**src/sv/ficc_pkg.sv**
```systemverilog
// Package: shared types, codes and helper functions for the intensity controller.
`default_nettype none

package ficc_pkg;

    // Input modes
    localparam logic [1:0] MODE_SERIAL = 2'd0;
    localparam logic [1:0] MODE_TICK   = 2'd1;
    localparam logic [1:0] MODE_PRESS  = 2'd2;

    // Page request codes
    localparam logic [1:0] PAGE_NONE      = 2'd0;
    localparam logic [1:0] PAGE_LOAD      = 2'd1;
    localparam logic [1:0] PAGE_INTENSITY = 2'd2;

    // Characters
    localparam logic [7:0] CH_OPEN  = 8'h3C;  // '<'
    localparam logic [7:0] CH_CLOSE = 8'h3E;  // '>'
    localparam logic [7:0] CH_I     = 8'h69;  // 'i'
    localparam logic [7:0] CH_L     = 8'h6C;  // 'l'
    localparam logic [7:0] CH_S     = 8'h73;  // 's'
    localparam logic [7:0] CH_PLUS  = 8'h2B;
    localparam logic [7:0] CH_MINUS = 8'h2D;
    localparam logic [7:0] CH_ZERO  = 8'h30;
    localparam logic [7:0] CH_NINE  = 8'h39;
    localparam logic [7:0] CH_SPACE = 8'h20;
    localparam logic [7:0] CH_TAB   = 8'h09;
    localparam logic [7:0] CH_CR    = 8'h0D;

    localparam logic [6:0] LEVEL_MAX  = 7'd100;
    localparam logic [1:0] MARK_COUNT = 2'd3;
    localparam int         BODY_LEN   = 4;
    localparam logic [2:0] BODY_FULL  = 3'd4;

    // Queue depth between front/back and on the result side
    localparam logic [1:0] Q_FULL = 2'd2;

    typedef enum logic [1:0] {
        PH_HUNT,
        PH_BODY,
        PH_CLOSE
    } phase_t;

    typedef enum logic [2:0] {
        CMD_NOP,
        CMD_SET,
        CMD_PAGE,
        CMD_TICK,
        CMD_PRESS
    } cmd_kind_t;

    typedef struct packed {
        logic [1:0]        mode;
        logic [7:0]        rx_byte;
        logic signed [7:0] enc_delta;
    } item_t;

    typedef struct packed {
        logic [6:0] level;
        logic       display_update;
        logic       report;
        logic [1:0] page_request;
    } result_t;

    typedef struct packed {
        cmd_kind_t         kind;
        logic [6:0]        value;
        logic [1:0]        page;
        logic signed [7:0] delta;
    } cmd_t;

    typedef struct packed {
        logic       ok;
        logic [6:0] value;
    } num_t;

    function automatic logic is_ws(input logic [7:0] c);
        return (c == CH_SPACE) || ((c >= CH_TAB) && (c <= CH_CR));
    endfunction

    function automatic logic is_digit(input logic [7:0] c);
        return (c >= CH_ZERO) && (c <= CH_NINE);
    endfunction

    // atoi over three characters; ok when the value is within 0..100
    function automatic num_t parse_number(input logic [7:0] c1,
                                          input logic [7:0] c2,
                                          input logic [7:0] c3);
        logic [7:0] s [3];
        logic       skip;
        logic       digits_on;
        logic       neg;
        logic [9:0] acc;
        logic [7:0] c;
        num_t       r;
        s[0] = c1;
        s[1] = c2;
        s[2] = c3;
        skip = 1'b1;
        digits_on = 1'b1;
        neg = 1'b0;
        acc = '0;
        for (int i = 0; i < 3; i++) begin
            c = s[i];
            if (skip && is_ws(c)) begin
                skip = 1'b1;
            end else if (skip && ((c == CH_PLUS) || (c == CH_MINUS))) begin
                skip = 1'b0;
                neg = (c == CH_MINUS);
            end else if (digits_on && is_digit(c)) begin
                skip = 1'b0;
                acc = 10'(acc * 10'd10) + {2'b00, c - CH_ZERO};
            end else begin
                skip = 1'b0;
                digits_on = 1'b0;
            end
        end
        r.ok = neg ? (acc == 10'd0) : (acc <= {3'b000, LEVEL_MAX});
        r.value = acc[6:0];
        return r;
    endfunction

endpackage

`default_nettype wire

```
**src/sv/ficc_front.sv**
```systemverilog
// Front end: deframes serial bytes and turns every input request into a command.
`default_nettype none

module ficc_front
    import ficc_pkg::*;
(
    input  wire logic  clk,
    input  wire logic  rst_n,
    input  wire logic  accept,
    input  wire item_t item,
    output cmd_t       cmd
);

    phase_t     phase_reg, phase_next;
    logic [1:0] open_reg, open_next;
    logic [1:0] close_reg, close_next;
    logic [2:0] pos_reg, pos_next;
    logic [7:0] body_reg [BODY_LEN];
    logic       body_we;
    num_t       num;

    always_ff @(posedge clk or negedge rst_n) begin
        if (!rst_n) begin
            phase_reg <= PH_HUNT;
            open_reg  <= '0;
            close_reg <= '0;
            pos_reg   <= '0;
        end else if (accept) begin
            phase_reg <= phase_next;
            open_reg  <= open_next;
            close_reg <= close_next;
            pos_reg   <= pos_next;
        end
    end

    always_ff @(posedge clk or negedge rst_n) begin
        if (!rst_n) begin
            for (int i = 0; i < BODY_LEN; i++) begin
                body_reg[i] <= '0;
            end
        end else if (accept && body_we) begin
            body_reg[pos_reg[1:0]] <= item.rx_byte;
        end
    end

    assign num = parse_number(body_reg[1], body_reg[2], body_reg[3]);

    always_comb begin
        phase_next = phase_reg;
        open_next  = open_reg;
        close_next = close_reg;
        pos_next   = pos_reg;
        body_we    = 1'b0;
        cmd        = '0;
        cmd.kind   = CMD_NOP;
        case (item.mode)
            MODE_SERIAL: begin
                case (phase_reg)
                    PH_HUNT: begin
                        if (item.rx_byte == CH_OPEN) begin
                            open_next = open_reg + 2'd1;
                            if (open_next == MARK_COUNT) begin
                                phase_next = PH_BODY;
                                pos_next   = '0;
                            end
                        end else begin
                            open_next = '0;
                        end
                    end
                    PH_BODY: begin
                        if (item.rx_byte == CH_CLOSE) begin
                            phase_next = PH_CLOSE;
                            close_next = 2'd1;
                        end else if (pos_reg < BODY_FULL) begin
                            body_we  = 1'b1;
                            pos_next = pos_reg + 3'd1;
                        end
                    end
                    PH_CLOSE: begin
                        phase_next = PH_HUNT;
                        open_next  = '0;
                        close_next = '0;
                        pos_next   = '0;
                        if (item.rx_byte == CH_CLOSE) begin
                            close_next = close_reg + 2'd1;
                            if (close_next == MARK_COUNT) begin
                                close_next = '0;
                                if (body_reg[0] == CH_I) begin
                                    if (num.ok) begin
                                        cmd.kind  = CMD_SET;
                                        cmd.value = num.value;
                                    end
                                end else if (body_reg[0] == CH_L) begin
                                    cmd.kind = CMD_PAGE;
                                    cmd.page = PAGE_LOAD;
                                end else if (body_reg[0] == CH_S) begin
                                    cmd.kind = CMD_PAGE;
                                    cmd.page = PAGE_INTENSITY;
                                end
                            end else begin
                                // frame still closing
                                phase_next = PH_CLOSE;
                                pos_next   = pos_reg;
                            end
                        end
                    end
                    default: begin
                        phase_next = PH_HUNT;
                        open_next  = '0;
                        close_next = '0;
                        pos_next   = '0;
                    end
                endcase
            end
            MODE_TICK: begin
                cmd.kind  = CMD_TICK;
                cmd.delta = item.enc_delta;
            end
            MODE_PRESS: begin
                cmd.kind = CMD_PRESS;
            end
            default: begin
                cmd.kind = CMD_NOP;
            end
        endcase
    end

endmodule

`default_nettype wire

```
**src/sv/ficc_cmd_q.sv**
```systemverilog
// Two-entry command queue between front end and back end.
`default_nettype none

module ficc_cmd_q
    import ficc_pkg::*;
(
    input  wire logic clk,
    input  wire logic rst_n,
    input  wire logic push,
    input  wire cmd_t push_cmd,
    output logic      full,
    input  wire logic pop,
    output logic      valid,
    output cmd_t      head
);

    cmd_t       mem_reg [2];
    logic       wr_reg, rd_reg;
    logic [1:0] cnt_reg;
    logic       do_push, do_pop;

    assign full    = (cnt_reg == Q_FULL);
    assign valid   = (cnt_reg != 2'd0);
    assign head    = mem_reg[rd_reg];
    assign do_push = push && !full;
    assign do_pop  = pop && valid;

    always_ff @(posedge clk) begin
        if (do_push) begin
            mem_reg[wr_reg] <= push_cmd;
        end
    end

    always_ff @(posedge clk or negedge rst_n) begin
        if (!rst_n) begin
            wr_reg  <= 1'b0;
            rd_reg  <= 1'b0;
            cnt_reg <= '0;
        end else begin
            if (do_push) begin
                wr_reg <= ~wr_reg;
            end
            if (do_pop) begin
                rd_reg <= ~rd_reg;
            end
            cnt_reg <= cnt_reg + {1'b0, do_push} - {1'b0, do_pop};
        end
    end

endmodule

`default_nettype wire

```
**src/sv/ficc_back.sv**
```systemverilog
// Back end: executes commands on the level and queues results.
`default_nettype none

module ficc_back
    import ficc_pkg::*;
(
    input  wire logic clk,
    input  wire logic rst_n,
    input  wire logic cmd_valid,
    input  wire cmd_t cmd,
    output logic      cmd_take,
    input  wire logic pop,
    output logic      empty,
    output result_t   result
);

    logic [6:0]        level_reg, level_next;
    logic              pend_reg, pend_next;
    result_t           res;
    logic signed [9:0] sum;

    result_t    mem_reg [2];
    logic       wr_reg, rd_reg;
    logic [1:0] cnt_reg;
    logic       do_pop;

    assign cmd_take = cmd_valid && (cnt_reg != Q_FULL);
    assign empty    = (cnt_reg == 2'd0);
    assign result   = mem_reg[rd_reg];
    assign do_pop   = pop && !empty;

    assign sum = $signed({3'b000, level_reg}) + 10'(cmd.delta);

    always_comb begin
        level_next = level_reg;
        pend_next  = pend_reg;
        res        = '0;
        case (cmd.kind)
            CMD_SET: begin
                level_next = cmd.value;
                pend_next  = 1'b1;
            end
            CMD_PAGE: begin
                res.page_request = cmd.page;
            end
            CMD_TICK: begin
                if (cmd.delta != 8'sd0) begin
                    if (sum > $signed({3'b000, LEVEL_MAX})) begin
                        level_next = LEVEL_MAX;
                    end else if (sum < 10'sd0) begin
                        level_next = '0;
                    end else begin
                        level_next = sum[6:0];
                    end
                    res.report = 1'b1;
                    pend_next  = 1'b1;
                end
                // refresh owed display on every tick
                res.display_update = pend_next;
                pend_next          = 1'b0;
            end
            CMD_PRESS: begin
                level_next = (level_reg != 7'd0) ? 7'd0 : LEVEL_MAX;
                pend_next  = 1'b1;
                res.report = 1'b1;
            end
            default: begin
                level_next = level_reg;
            end
        endcase
        res.level = level_next;
    end

    always_ff @(posedge clk or negedge rst_n) begin
        if (!rst_n) begin
            level_reg <= '0;
            pend_reg  <= 1'b1;
        end else if (cmd_take) begin
            level_reg <= level_next;
            pend_reg  <= pend_next;
        end
    end

    always_ff @(posedge clk) begin
        if (cmd_take) begin
            mem_reg[wr_reg] <= res;
        end
    end

    always_ff @(posedge clk or negedge rst_n) begin
        if (!rst_n) begin
            wr_reg  <= 1'b0;
            rd_reg  <= 1'b0;
            cnt_reg <= '0;
        end else begin
            if (cmd_take) begin
                wr_reg <= ~wr_reg;
            end
            if (do_pop) begin
                rd_reg <= ~rd_reg;
            end
            cnt_reg <= cnt_reg + {1'b0, cmd_take} - {1'b0, do_pop};
        end
    end

endmodule

`default_nettype wire

```
**src/sv/framed_intensity_command_controller_top.sv**
```systemverilog
// Top level of the framed intensity command controller.
`default_nettype none

// Keeps an intensity level of 0..100 driven by serial bytes, encoder ticks and
// centre-switch long presses, and returns exactly one result per request. Both
// sides behave as queues: a request enters on push while full is low, and the
// oldest result sits on the result port while empty is low and leaves on pop.
// Sustained rate is one request per clock cycle while pop stays high. The
// front end deframes serial bytes ("<<<" body ">>>") and parses 'i' numbers
// in the same cycle a request is accepted, pushing a command into a two-entry
// queue. The back end takes one command a cycle while the output queue has
// room, updates the level (saturating encoder add, long-press toggle, framed
// set) and writes the result into a two-entry output queue, so a stalled
// consumer backs up through the command queue before full rises. Serial bytes
// never set display_update or report; a frame body starting with 'l' or 's'
// produces a page request on the byte that completes the frame.

module framed_intensity_command_controller_top
    import ficc_pkg::*;
(
    input  wire logic  clk,
    input  wire logic  rst_n,
    input  wire logic  push,
    output logic       full,
    input  wire item_t item,
    output logic       empty,
    input  wire logic  pop,
    output result_t    result
);

    logic accept;
    cmd_t front_cmd;
    cmd_t head_cmd;
    logic head_valid;
    logic cmd_take;

    // request accepted when the command queue has room
    assign accept = push && !full;

    ficc_front u_front (
        .clk    (clk),
        .rst_n  (rst_n),
        .accept (accept),
        .item   (item),
        .cmd    (front_cmd)
    );

    ficc_cmd_q u_cmd_q (
        .clk      (clk),
        .rst_n    (rst_n),
        .push     (accept),
        .push_cmd (front_cmd),
        .full     (full),
        .pop      (cmd_take),
        .valid    (head_valid),
        .head     (head_cmd)
    );

    ficc_back u_back (
        .clk       (clk),
        .rst_n     (rst_n),
        .cmd_valid (head_valid),
        .cmd       (head_cmd),
        .cmd_take  (cmd_take),
        .pop       (pop),
        .empty     (empty),
        .result    (result)
    );

endmodule

`default_nettype wire

```
**config.mk**
```make
export PLATFORM = sky130hd
export DESIGN_NAME = framed_intensity_command_controller_top
export DESIGN_NICKNAME = d
export VERILOG_FILES = /design/src/sv/ficc_pkg.sv /design/src/sv/ficc_front.sv /design/src/sv/ficc_cmd_q.sv /design/src/sv/ficc_back.sv /design/src/sv/framed_intensity_command_controller_top.sv
export SDC_FILE = /design/constraint.sdc
export NUM_CORES = 1
export LEC_CHECK = 0
export ABC_AREA = 1
export BUFFER_PORTS_ARGS = -buffer_cell sky130_fd_sc_hd__buf_2
export CAP_MARGIN = 40
export CORE_MARGIN = 2
export CORE_UTILIZATION = 68
export DETAILED_ROUTE_END_ITERATION = 8
export PLACE_DENSITY = 0.94
export SLEW_MARGIN = 20
export SYNTH_ARGS = -nofsm -noshare
export SYNTH_HDL_FRONTEND = slang
export SYNTH_SLANG_ARGS = --single-unit
```
**constraint.sdc**
```tcl
create_clock -name clk -period 14.4 [get_ports clk]
set_input_delay 2.16 -clock clk [delete_from_list [all_inputs] [get_ports clk]]
set_output_delay 2.16 -clock clk [all_outputs]
set_load 0.005 [all_outputs]
```
==> reports/metrics.yaml <==
placed_design:
  placed_cell_area_sq_um: 8420
  io_buffer_count: 34
  hpwl_mm: 13.3
  place.gp.congestion: 0.912
final_layout:
  fillers: 684
  design_area_sq_um: 9050
  utilization: 0.786
  largest_reg_flops: 40
  drive_gt1_frac: 0.138
  nNetsFinal: 1137
  diodes: 0
  area_growth_pct: 12.1
floorplanning:
  initial_core_util: 0.701
  io_pins: 35
  coreArea_sq_um: 11500
  rows: 39
  fp.dieArea_sq_um: 12800
  die_h_um: 113
  dieWidth_um: 113
clock_network:
  cts_root_buffer: "clkbuf_16"
  cts_setup_buffers: 0
  clk_latency_ns: 0.42
  path_clk_slew_ns: 0.06
  ctsResizeCount: 0
  cts_tree: "yes"
  htree_levels: 4
  cts_buffer_depth: 2
  cts_hold_buf: 0
  cts.sinks: 119
  numCtsBuffers: 17
routing:
  dr.pass1.iters: 9
  ant_nets: 0
  wirelength_mm: 19.5
  viasPerCell: 5.77
  drc: 4
  drt_iter0_markers: 564
  num_vias: 6935
  wire_per_inst_um: 16.2
sta:
  fin_tns_setup_ns: 0
  rsz0062_at_grt: "no"
  max_freq_mhz: 164
  slew_viol_final: 0
  period_needed_ns: 6.11
  setup_viol: 0
  skew_ns: 0.00769
  fin_crit_sh: 0.425
  max_slew_margin: 0.452
  finalHoldViolCount: 0
  tightest_slew_ns: 0.819
logic_synthesis:
  async_flop_share: 0.479
  synth_warnings: 0
  synth-edff-count: 62
  ys_ff_latch: 119
  ys_seq_area_frac: 0.407
  synth.avg_cell_area_sq_um: 8.11
  synthFlopType: "edfxtp_1"
  synthDistinctLibCells: 57
  synthesis.area_sq_um: 8070
  syn_inst: 995
global_route:
  grt_pass1_vias: 6666
  grtUsageTotal: 0.318
  overflow: 0
  grt_pass1_wl_mm: 31.8
  antenna_found_initial: 0
  grt_start_max_net_pins: 58
pwr:
  max-vdd-ir-drop_uv: 134
  power.switching_mw: 0.700
  pwr-share-seq: 0.344
  powerDensity_nw_per_um2: 193
  leakage_nw: 4.68
  p_total_mw: 1.74
  switching_share: 0.402
  power_frac_clock: 0.256
  p_int_mw: 1.04
  power_frac_comb: 0.400
worst_setup_path:
  crit_slowest_cell: "fa_1"
  worstPathRequired_ns: 14.65
  startpoint_type: "register"
  critPathCaptureType: "register"
  critical_path_class: "register to register"
  cp_max_fo: 8
  crit_top_cell: "ha_1"
  worst-endpoint-arrival_ns: 6.36
  cp_slowest_stage_delay_ns: 0.49
run_status:
  violations: "DRC"
  status: "finished, violations left"
hold_path:
  worstHoldPathType: "register to register"
job:
  max_cap_viol_count: 0
## area by class of cell
| class | instances | area, sq um | share of cell area |
|---|---|---|---|
| Tap cell | 143 | 179 | 0.0198 |
| Multi-Input combinational cell | 714 | 4160 | 0.460 |
| Sequential cell | 119 | 3290 | 0.364 |
| Clock inverter | 13 | 178 | 0.0196 |
| Timing Repair Buffer | 42 | 230 | 0.0254 |
| Clock buffer | 19 | 433 | 0.0478 |
| Inverter | 152 | 576 | 0.0636 |
## synth_stat cells, types with 2 or more instances
cell	n	area [sq um]
nor4_1	4	25.0
nand2_1	257	965
nand3_1	58	290
or2_2	7	43.8
nand3_4	2	35.0
clkbuf_1	9	33.8
mux2i_1	2	20.0
a211oi_1	2	15.0
nor3_2	2	20.0
nor2_1	78	293
a21o_1	2	15.0
o41ai_1	2	17.5
nand2_4	3	33.8
inv_1	138	518
a21oi_1	39	195
xor2_1	18	158
nand2_2	19	119
nand3b_1	8	60.1
o21ai_2	2	17.5
o21ai_1	4	20.0
nand2_8	2	40.0
fa_1	4	80.1
xnor2_1	8	70.1
nor2_2	12	75.1
edfxtp_1	62	1860
dfrtp_1	56	1400
inv_4	2	12.5
mux2_2	3	33.8
nor2_4	2	22.5
o211ai_1	6	45.0
nand3_2	6	60.1
o22ai_1	2	12.5
clkinv_1	3	11.3
a21boi_1	3	22.5
o21ai_0	52	260
nand4_1	15	93.8
inv_2	9	33.8
ha_1	65	813
nor3_1	9	45.0
## worst max-delay path: cells and delay by family, from the launching register on
family	cells	cell delay (ns)
fa+ha+maj	7	2.27
simple gates	16	2.23
compound gates	4	0.70
flops	1	0.42
buf+inv	5	0.33
## cell usage in the layout (no fill, tap or decap), drive strengths merged, types with 9 or more instances in the layout
cell type / n
edfxtp: 62
a21oi: 40
nand4: 16
clkbuf: 19
nand3: 66
or2: 9
ha: 65
o21ai: 58
nor2: 93
nor3: 11
nand2: 281
clkinv: 10
buf: 42
inv: 151
xor2: 18
dfrtp: 56
## metrics by stage
stage               instances  setup WS (ns)  hold slack (ns)
finish                   1202           8.29            0.501
global route             1202           7.86            0.514
CTS                      1200           8.40            0.496
detailed placement       1168           8.46            0.476
global placement         1167           8.71            0.460
floorplan                 997           9.05            0.446
## logic make-up (layout without fill, tap and decap cells)
logic type | Yosys count | count (layout) | share of synthesized area
muxes | 5 | 5 | 0.00666
and+or+nand+nor | 491 | 491 | 0.285
xor gates and xnor gates | 26 | 26 | 0.0282
AOI/OAI and AO/OA | 120 | 120 | 0.0840
adders and majority gates | 69 | 69 | 0.111
buffers and inverters | 164 | 226 | 0.0779
DFF | 119 | 119 | 0.407
other | 1 | 3 | 0.000464
## power groups by stage
stage / clock [mW] / combinational (mW) / sequential [mW]
after floorplan: 0 / 0.508 / 0.565
after global placement: 0 / 0.625 / 0.590
after detailed placement: 0 / 0.662 / 0.598
after CTS: 0.447 / 0.687 / 0.597
after global routing: 0.460 / 0.780 / 0.613
final: 0.446 / 0.697 / 0.600
## per-layer routing
metal / up-vias / GRT usage / share of wire
met2: 297 / 0.573 / 0.50
li1: 3354 / - / -
met3: 75 / 0.0643 / 0.063
met1: 3209 / 0.369 / 0.40
met5: - / 0 / 0
met4: 0 / 0.138 / 0.038
## path summary, 6_finish.rpt
kind,startpoint,endpoint,slack [ns],cells after the start
worst max-delay path,u_front.body_reg[20],u_cmd_q.mem_reg[1][16],8.29,32
worst min-delay path,u_front.close_reg[1],u_front.close_reg[1],0.50,2
worst max register to register,u_front.body_reg[20],u_cmd_q.mem_reg[1][16],8.29,32
worst min register to register,u_front.close_reg[1],u_front.close_reg[1],0.50,2
max in group asynchronous,rst_n,u_front.body_reg[21],12.04,2
min in group asynchronous,rst_n,u_front.pos_reg[0],1.87,2
Note: power is estimated with default switching activity, not from simulation.
